$ cat src/hdl/qrrs_pkg.sv
// Shared types, constants and GF(256) helper functions for the QR Reed-Solomon encoder.
package qrrs_pkg;

  localparam int DataW     = 8;
  localparam int LenW      = 5;
  localparam int Slots     = 32;
  localparam int ResetLen  = 7;
  localparam int ResultCap = 30;

  typedef logic [DataW-1:0] gf_t;
  typedef logic [LenW-1:0]  len_t;
  typedef logic [Slots-1:0][DataW-1:0] coef_col_t;
  typedef logic [Slots-1:0][Slots-1:0][DataW-1:0] gen_tab_t;

  typedef struct packed {
    logic cfg_we;
    len_t cfg_len;
    logic cfg_ok;
    logic step;
    logic clear;
    logic load_drain;
    logic zero_drain;
    logic drain_shift;
    gf_t  fb;
  } cell_ctrl_t;

  function automatic gf_t gf_mul(gf_t a, gf_t b, logic [8:0] poly);
    gf_t acc;
    gf_t x;
    acc = '0;
    x   = a;
    for (int k = 0; k < DataW; k++) begin
      if (b[k]) begin
        acc = acc ^ x;
      end
      x = {x[DataW-2:0], 1'b0} ^ (x[DataW-1] ? poly[DataW-1:0] : gf_t'(0));
    end
    return acc;
  endfunction

  function automatic logic length_ok(len_t n, int max_parity);
    logic ok;
    case (n)
      len_t'(7), len_t'(10), len_t'(13), len_t'(15), len_t'(16), len_t'(17),
      len_t'(18), len_t'(20), len_t'(22), len_t'(24), len_t'(26), len_t'(28),
      len_t'(30): ok = 1'b1;
      default: ok = 1'b0;
    endcase
    return ok && (int'(n) <= max_parity);
  endfunction

  function automatic gen_tab_t gen_table(logic [8:0] poly, int max_parity);
    gen_tab_t tab;
    gf_t      c [Slots];
    gf_t      root;
    tab = '0;
    for (int n = 0; n < Slots; n++) begin
      for (int k = 0; k < Slots; k++) begin
        c[k] = '0;
      end
      c[0] = gf_t'(1);
      root = gf_t'(1);
      if (length_ok(len_t'(n), max_parity)) begin
        for (int i = 0; i < n; i++) begin
          for (int k = i + 1; k >= 1; k--) begin
            c[k] = c[k-1] ^ gf_mul(c[k], root, poly);
          end
          c[0] = gf_mul(c[0], root, poly);
          root = gf_mul(root, gf_t'(2), poly);
        end
      end
      for (int k = 0; k < Slots; k++) begin
        tab[n][k] = c[k];
      end
    end
    return tab;
  endfunction

  function automatic coef_col_t cell_column(gen_tab_t tab, int idx);
    coef_col_t col;
    col = '0;
    for (int n = 0; n < Slots; n++) begin
      if (n > idx) begin
        col[n] = tab[n][n-1-idx];
      end
    end
    return col;
  endfunction

endpackage

$ cat src/hdl/qrrs_cell.sv
// One parity cell: a remainder byte with its generator coefficient and a drain byte.
module qrrs_cell import qrrs_pkg::*; #(
  parameter int         INDEX      = 0,
  parameter logic [8:0] FIELD_POLY = 9'h11D,
  parameter coef_col_t  COEF_TAB   = '0
) (
  input  logic       clk_i,
  input  logic       rst_ni,
  input  cell_ctrl_t ctrl_i,
  input  gf_t        par_next_i,
  input  gf_t        drain_next_i,
  output gf_t        par_o,
  output gf_t        drain_o
);

  localparam len_t          Idx     = len_t'(INDEX);
  localparam logic [LenW:0] IdxP1   = (LenW+1)'(INDEX + 1);
  localparam len_t          RstLen  = len_t'(ResetLen);

  gf_t  par_q, par_d;
  gf_t  drain_q, drain_d;
  gf_t  coef_q;
  logic act_q;
  logic tail_q;
  gf_t  prod;
  gf_t  shifted;

  always_comb begin
    prod    = gf_mul(ctrl_i.fb, coef_q, FIELD_POLY);
    shifted = act_q ? ((tail_q ? gf_t'(0) : par_next_i) ^ prod) : par_q;
    par_d   = par_q;
    if (ctrl_i.clear) begin
      par_d = '0;
    end else if (ctrl_i.step) begin
      par_d = shifted;
    end
    drain_d = drain_q;
    if (ctrl_i.load_drain) begin
      drain_d = ctrl_i.zero_drain ? gf_t'(0) : shifted;
    end else if (ctrl_i.drain_shift) begin
      drain_d = drain_next_i;
    end
  end

  always_ff @(posedge clk_i or negedge rst_ni) begin
    if (!rst_ni) begin
      par_q   <= '0;
      drain_q <= '0;
      coef_q  <= COEF_TAB[RstLen];
      act_q   <= (Idx < RstLen);
      tail_q  <= ({1'b0, RstLen} == IdxP1);
    end else begin
      par_q   <= par_d;
      drain_q <= drain_d;
      if (ctrl_i.cfg_we) begin
        coef_q <= COEF_TAB[ctrl_i.cfg_len];
        act_q  <= ctrl_i.cfg_ok && (Idx < ctrl_i.cfg_len);
        tail_q <= ({1'b0, ctrl_i.cfg_len} == IdxP1);
      end
    end
  end

  assign par_o   = par_q;
  assign drain_o = drain_q;

endmodule

$ cat src/hdl/qr_reed_solomon_encoder_core.sv
// Top level of the systematic QR-code Reed-Solomon encoder over GF(256).
// Each data byte is taken, passed through to the output and folded
// into a row of parity cells, one cell per parity byte, each with its own GF multiplier
// by a stored generator coefficient, so data bytes stream at one per cycle unless the
// output stalls. After the byte marked last, the remainder moves into a drain chain in
// the same cells and the parity bytes leave one per cycle unless the output stalls; the
// input holds ready low while parity bytes remain to be sent. Writing ec_length loads
// the new generator coefficients into the cells. An unsupported length raises bad_length
// and yields parity bytes of zero, as many as ec_length limited to MAX_PARITY and
// to 30.
module qr_reed_solomon_encoder_core import qrrs_pkg::*; #(
  parameter int         MAX_PARITY = 30,
  parameter logic [8:0] FIELD_POLY = 9'h11D
) (
  input  logic       clk_i,
  input  logic       rst_ni,
  input  logic       cfg_valid_i,
  output logic       cfg_ready_o,
  input  logic [4:0] ec_length_i,
  input  logic       in_valid_i,
  output logic       in_ready_o,
  input  logic [7:0] data_byte_i,
  input  logic       last_data_i,
  output logic       out_valid_o,
  input  logic       out_ready_i,
  output logic [7:0] out_byte_o,
  output logic       is_parity_o,
  output logic       last_out_o,
  output logic       bad_length_o
);

  localparam gen_tab_t GEN_TAB  = gen_table(FIELD_POLY, MAX_PARITY);
  localparam len_t     CountCap = len_t'((MAX_PARITY < ResultCap) ? MAX_PARITY : ResultCap);
  localparam len_t     RstLen   = len_t'(ResetLen);

  gf_t        par_w   [MAX_PARITY];
  gf_t        drain_w [MAX_PARITY];
  cell_ctrl_t ctrl;

  logic bad_q;
  len_t count_q;
  len_t drain_cnt_q, drain_cnt_d;
  logic cfg_ok;
  len_t count_d;
  logic cfg_we;
  logic free;
  logic draining;
  logic accept;
  logic emit_par;

  logic out_valid_q, out_valid_d;
  gf_t  out_byte_q, out_byte_d;
  logic is_par_q, is_par_d;
  logic last_q, last_d;
  logic bad_out_q, bad_out_d;

  assign cfg_ready_o = 1'b1;
  assign cfg_we      = cfg_valid_i && cfg_ready_o;
  assign cfg_ok      = length_ok(ec_length_i, MAX_PARITY);
  assign count_d     = cfg_ok ? ec_length_i :
                       ((ec_length_i > CountCap) ? CountCap : ec_length_i);

  assign free       = !out_valid_q || out_ready_i;
  assign draining   = (drain_cnt_q != '0);
  assign in_ready_o = free && !draining;
  assign accept     = in_valid_i && in_ready_o;
  assign emit_par   = free && draining;

  always_comb begin
    ctrl.cfg_we      = cfg_we;
    ctrl.cfg_len     = ec_length_i;
    ctrl.cfg_ok      = cfg_ok;
    ctrl.step        = accept && !bad_q;
    ctrl.clear       = accept && last_data_i;
    ctrl.load_drain  = accept && last_data_i;
    ctrl.zero_drain  = bad_q;
    ctrl.drain_shift = emit_par;
    ctrl.fb          = data_byte_i ^ par_w[0];
  end

  for (genvar i = 0; i < MAX_PARITY; i++) begin : g_cell
    localparam coef_col_t CellTab = cell_column(GEN_TAB, i);
    gf_t par_next;
    gf_t drain_next;
    if (i == MAX_PARITY - 1) begin : g_end
      assign par_next   = '0;
      assign drain_next = '0;
    end else begin : g_mid
      assign par_next   = par_w[i+1];
      assign drain_next = drain_w[i+1];
    end
    qrrs_cell #(
      .INDEX      (i),
      .FIELD_POLY (FIELD_POLY),
      .COEF_TAB   (CellTab)
    ) u_cell (
      .clk_i        (clk_i),
      .rst_ni       (rst_ni),
      .ctrl_i       (ctrl),
      .par_next_i   (par_next),
      .drain_next_i (drain_next),
      .par_o        (par_w[i]),
      .drain_o      (drain_w[i])
    );
  end

  always_comb begin
    out_valid_d = out_valid_q;
    out_byte_d  = out_byte_q;
    is_par_d    = is_par_q;
    last_d      = last_q;
    bad_out_d   = bad_out_q;
    drain_cnt_d = drain_cnt_q;
    if (accept) begin
      out_valid_d = 1'b1;
      out_byte_d  = data_byte_i;
      is_par_d    = 1'b0;
      last_d      = last_data_i && (count_q == '0);
      bad_out_d   = bad_q;
      if (last_data_i) begin
        drain_cnt_d = count_q;
      end
    end else if (emit_par) begin
      out_valid_d = 1'b1;
      out_byte_d  = drain_w[0];
      is_par_d    = 1'b1;
      last_d      = (drain_cnt_q == len_t'(1));
      bad_out_d   = bad_q;
      drain_cnt_d = drain_cnt_q - len_t'(1);
    end else if (out_ready_i) begin
      out_valid_d = 1'b0;
    end
  end

  always_ff @(posedge clk_i or negedge rst_ni) begin
    if (!rst_ni) begin
      bad_q       <= 1'b0;
      count_q     <= RstLen;
      drain_cnt_q <= '0;
      out_valid_q <= 1'b0;
    end else begin
      if (cfg_we) begin
        bad_q   <= !cfg_ok;
        count_q <= count_d;
      end
      drain_cnt_q <= drain_cnt_d;
      out_valid_q <= out_valid_d;
    end
  end

  always_ff @(posedge clk_i) begin
    out_byte_q <= out_byte_d;
    is_par_q   <= is_par_d;
    last_q     <= last_d;
    bad_out_q  <= bad_out_d;
  end

  assign out_valid_o  = out_valid_q;
  assign out_byte_o   = out_byte_q;
  assign is_parity_o  = is_par_q;
  assign last_out_o   = last_q;
  assign bad_length_o = bad_out_q;

endmodule

$ cat config.mk
export PLATFORM = sky130hd
export DESIGN_NAME = qr_reed_solomon_encoder_core
export DESIGN_NICKNAME = d
export VERILOG_FILES = /design/src/hdl/qrrs_pkg.sv /design/src/hdl/qrrs_cell.sv /design/src/hdl/qr_reed_solomon_encoder_core.sv
export SDC_FILE = /design/constraint.sdc
export NUM_CORES = 2
export LEC_CHECK = 0
export BUFFER_PORTS_ARGS = -buffer_cell sky130_fd_sc_hd__buf_2
export CELL_PAD_IN_SITES_DETAIL_PLACEMENT = 0
export CELL_PAD_IN_SITES_GLOBAL_PLACEMENT = 1
export CORE_MARGIN = 3
export CORE_UTILIZATION = 35
export DETAILED_ROUTE_END_ITERATION = 7
export PLACE_DENSITY = 0.62
export SLEW_MARGIN = 20
export SYNTH_ARGS = -nofsm -noshare
export SYNTH_HDL_FRONTEND = slang
export SYNTH_SLANG_ARGS = --single-unit
$ cat constraint.sdc
create_clock -name clk_i -period 7.45 [get_ports clk_i]
set_input_delay 1.49 -clock clk_i [delete_from_list [all_inputs] [get_ports clk_i]]
set_output_delay 1.49 -clock clk_i [all_outputs]
set_load 0.005 [all_outputs]
==> flow_results.org <==
** Outcome
- Run status :: completed

** Setup path
- The endpoint identified for the worst register-to-register timing path is g_cell[11].u_cell.par_o[2]$_DFFE_PN0P_.
- Max stage delay on crit path :: 1000 ps
- Counting cells, the worst reg-to-reg path comes to 7.
- Required time of the worst setup path :: 8100 ps
- Across all register-to-register paths, the minimum setup slack is roughly 2800 ps.
- CP Class :: in2reg
- The signal on the critical path passes through buf_2 > xnor2_4 > buf_4 > xnor3_2 > nand2_1 > o21ai_0 > a22oi_1 > xnor2_1 > a32o_1.
- R2R Path Start :: g_cell[0].u_cell.par_o[7]$_DFFE_PN0P_
- Of all nets on the critical path, the largest fanout is 25.
- Type of element capturing the critical path :: flop
- The critical path starts at data_byte_i[5].
- Slowest cell on the critical path :: nand2_1
- Signal arrival time at the worst endpoint :: ~5800 ps
- STA classifies the critical path startpoint as an input pin.

** Placement
- At the end of routability-driven placement, the weighted congestion stood at roughly 0.97.
- Summed over all nets, the half-perimeter wirelength after detailed placement is approximately 180000 um.
- Buffers placed on the I/O ports in this run total 31.

** STA
- Worst max-slew margin expressed relative to the limit :: 0.128
- Setup violations remaining at the end of the flow were counted as 0.
- Fraction of the cycle the final worst path needs :: 0.687
- Slew Viols, Final :: 0
- For the final routed database, the setup TNS stands at 0 ps.
- For the pin with the worst max-slew slack, the measured transition is 1290 ps.
- Setup repair after global routing left no endpoint under its margin.
- The final-report hold violation count came to 0.
- Static timing analysis puts the maximum clock frequency at 0.196 GHz.
- The clock period could shrink to a little over 5000 ps.
- Worst Clk Skew :: 51.9 ps

** Routing
- Number of design-rule violations left by the first detailed-router iteration :: 6389
- In the routed design, unresolved DRC markers number 0.
- The routed layout has 52.5k vias.
- Before antenna repair, the detailed router went through 6 iterations.
- Avg Vias per Cell :: approximately 5.7
- Final ANT Viol Nets :: 0
- In the final routed layout, each cell accounts on average for around 29 um.
- The final layout contains routed wiring with a total length of approximately 260000 um.

** Finish
- At the end of the flow, the number of nets in the layout was 6964.
- Commonest non-fill, non-tap cells in the layout :: 1862 x nand2_1, 1377 x xnor2_1, 682 x dfrtp_1
- Fraction of the core area covered by cells at the end of the flow :: 0.386
- Compared with the post-synthesis result, the final layout area differs by 9.37%.
- The library cell used most frequently in the layout, excluding fill and tap cells, is nand2_1.
- In the final layout, the share of cells above drive strength 1 is 0.0687.

** Synth
- Primary FF master, synth :: dfrtp_1
- Of all cell types, the one taking the most synthesized area is dfrtp_1.
- A synthesized cell averages about 7.9 sq um.
- Of the post-synthesis cell area, the dominant cell type holds 0.297.
- Counting every net in the synthesized netlist gives about 7.3k.
- For this run, the number of Yosys warnings is 0.
- Synthesis instantiated between 70 and 80 different standard cells from the library.
- Of all flip-flops after synthesis, the portion carrying an async set or reset was 0.985.
- Synthesized instance count :: between 7k and 8k
- Synthesized cell area :: a little under 0.06 sq mm
- Sequential area share after synthesis :: 0.320
- The synthesized design contains around 730 register bits.
- By area the synthesized netlist is led by dfrtp_1 30%, xnor2_1 21%, nand2_1 12%.
- The synthesized design contains 10 enable-type register cells.

** Clock tree
- Number of resized instances in the post-cts repair step :: 0
- The number of clock buffers added by TritonCTS is about 90.
- Post-CTS timing repair inserted 0 buffers for setup.
- After clock tree synthesis, the flow added hold-fix buffers numbering 0.
- The H-tree was split into 3 levels.
- CTS clock-pin slew for the worst setup and hold paths :: ~60 ps
- TritonCTS clock tree :: built
- Longest Clk Path Bufs :: 3
- CTS saw ~730 sinks.
- Clock tree synthesis selected as its root buffer the cell clkbuf_16.
- Clock latency on the worst-skew pair :: between 700 and 800 ps

** Power and ir drop
- Across the VDD grid, the largest voltage drop is roughly 0.48 mV.
- Dividing total power by cell area gives a power density of between 400 and 500 mW/mm^2.
- Total leakage power :: roughly 24 nW

** Worst hold path
- Along the worst hold path, the cell count comes to 2.
- The tightest min-delay check is of the reg2reg type.
- Worst min-delay path startpoint :: is_parity_o$_SDFFE_PP0P_
- End of the worst hold path :: is_parity_o$_SDFFE_PP0P_

** Floorplanning
- In this run the count of I/O pins placed on the die edge is 33.
- In this run the vertical extent of the chip is between 400 and 500 um.
- In this run the horizontal extent of the chip is slightly above 400 um.
- In this run the standard cell core region covers 0.163 sq mm.
- The initial utilization of the core area, before any placement, comes to 0.353.
- Overall die area :: around 0.17 sq mm
- Row generation in the floorplan step produced between 100 and 150 rows.

** Global routing
- Total global routing track utilization :: 0.305
- Entering global routing, the biggest net connects 145 pins.
- The via count of the first global-routing pass came to ~50k.
- The initial antenna violation count came to 13.
- Total congestion overflow after global routing :: 0
- The first global-routing pass estimated approximately 380000 um of wire.

** Flow run
- Max-Cap Viols :: 0
[critical path, delay by kind of cell]
family	cells	cell delay [ps]
and+or+nand+nor	1	1000
AOI/OAI and AO/OA	3	840
xor gates and xnor gates	3	1610
buffers and inverters	2	760
[synth_stat cells, types with 15 or more instances]
| master | instances |
|---|---|
| a41oi_1 | 46 |
| xnor2_1 | 1392 |
| mux2i_1 | 178 |
| buf_1 | 79 |
| o21ai_1 | 33 |
| xnor3_1 | 50 |
| o31ai_1 | 34 |
| a21bo_2 | 39 |
| a22o_1 | 29 |
| o21ai_0 | 383 |
| xor2_1 | 134 |
| a22oi_1 | 59 |
| nor2_1 | 467 |
| buf_2 | 48 |
| mux2_2 | 17 |
| o32ai_1 | 19 |
| a31o_2 | 21 |
| nand2_1 | 1863 |
| inv_1 | 150 |
| a32o_1 | 91 |
| a31oi_1 | 89 |
| dfstp_2 | 39 |
| dfrtp_1 | 683 |
| nand3_1 | 92 |
| a21oi_1 | 312 |
| o22ai_1 | 111 |
| nor3_1 | 23 |
| o211ai_1 | 22 |
| clkbuf_1 | 450 |
| or3_1 | 15 |
| nor2b_1 | 109 |
[final cells by class]
| type | instances | area [sq um] |
|---|---|---|
| antenna | 4 | 10.0 |
| clock buffer | 126 | 2610 |
| fill | 16700 | 100000 |
| sequential | 733 | 18400 |
| clock inverter | 44 | 487 |
| inverter | 154 | 579 |
| tap | 2175 | 2720 |
| timing repair buffer | 149 | 1330 |
| multi-input combinational | 5805 | 36800 |
[power breakdown]
part	switching (mW)	leakage (nW)	internal (mW)	total, mW
Sequential	0.852	9.78	4.63	5.48
Combinational	12.3	13.2	6.80	19.1
Clock	2.01	1.50	2.74	4.75
Total	15.1	24.5	14.2	29.3
[through the flow]
stage / worst slack, ps / total power, mW / instance area, sq um / hold WS (ps) / instances
floorplan: 3580 / 17.5 / 57600 / 449 / 7274
global placement: 1680 / 24.1 / 59900 / 446 / 9015
detailed placement: 1740 / 24.2 / 59900 / 459 / 9016
CTS: 2490 / 29.0 / 63000 / 473 / 9186
global route: 2300 / 30.5 / 63000 / 500 / 9186
finish: 2340 / 29.3 / 63000 / 463 / 9190
[per-layer routing]
layer | global-route usage | up-vias | part of all wire | wire [um]
met3 | 0.0528 | 449 | 0.085 | 22400
met2 | 0.463 | 2437 | 0.44 | 115000
met5 | 0 | - | 0.00026 | 69
met1 | 0.436 | 26300 | 0.44 | 117000
li1 | - | 23300 | - | -
met4 | 0.102 | 10 | 0.035 | 9200
[flip-flops by register name, summed over array words and instances, names as in the netlist]
name                   count
count_q                    5
g_cell.u_cell.par_o      240
g_cell.u_cell.coef_q     171
is_parity_o                1
bad_length_o               1
g_cell.u_cell.act_q       30
g_cell.u_cell.drain_o    240
g_cell.u_cell.tail_q      29
last_out_o                 1
drain_cnt_q                5
out_byte_o                 8
out_valid_o                1
bad_q                      1
[how the worst max path moves through the flow]
| stage | to | slack [ps] | cells past startpoint |
|---|---|---|---|
| 3_5_place_dp | g_cell[12].u_cell.par_o[2]$_DFFE_PN0P_ | 1740 | 9 |
| 3_3_place_gp | g_cell[21].u_cell.drain_o[4]$_DFFE_PN0P_ | 1680 | 10 |
| 4_1_cts | g_cell[12].u_cell.par_o[2]$_DFFE_PN0P_ | 2490 | 9 |
| 5_1_grt | g_cell[13].u_cell.par_o[2]$_DFFE_PN0P_ | 2300 | 9 |
| 2_1_floorplan | g_cell[1].u_cell.par_o[2]$_DFFE_PN0P_ | 3580 | 7 |
| 6_report | g_cell[11].u_cell.par_o[2]$_DFFE_PN0P_ | 2340 | 9 |
[logic make-up after synthesis]
logic type / Yosys count / synth area share
compound gates: 1371 / 0.152
xor+xnor: 1601 / 0.260
fa+ha+maj: 10 / 0.00217
buf+inv: 736 / 0.0494
flops: 733 / 0.320
mux: 195 / 0.0342
other cells: 1 / 0.0000651
simple gates: 2627 / 0.182
Power figures use the tool's default switching activity.
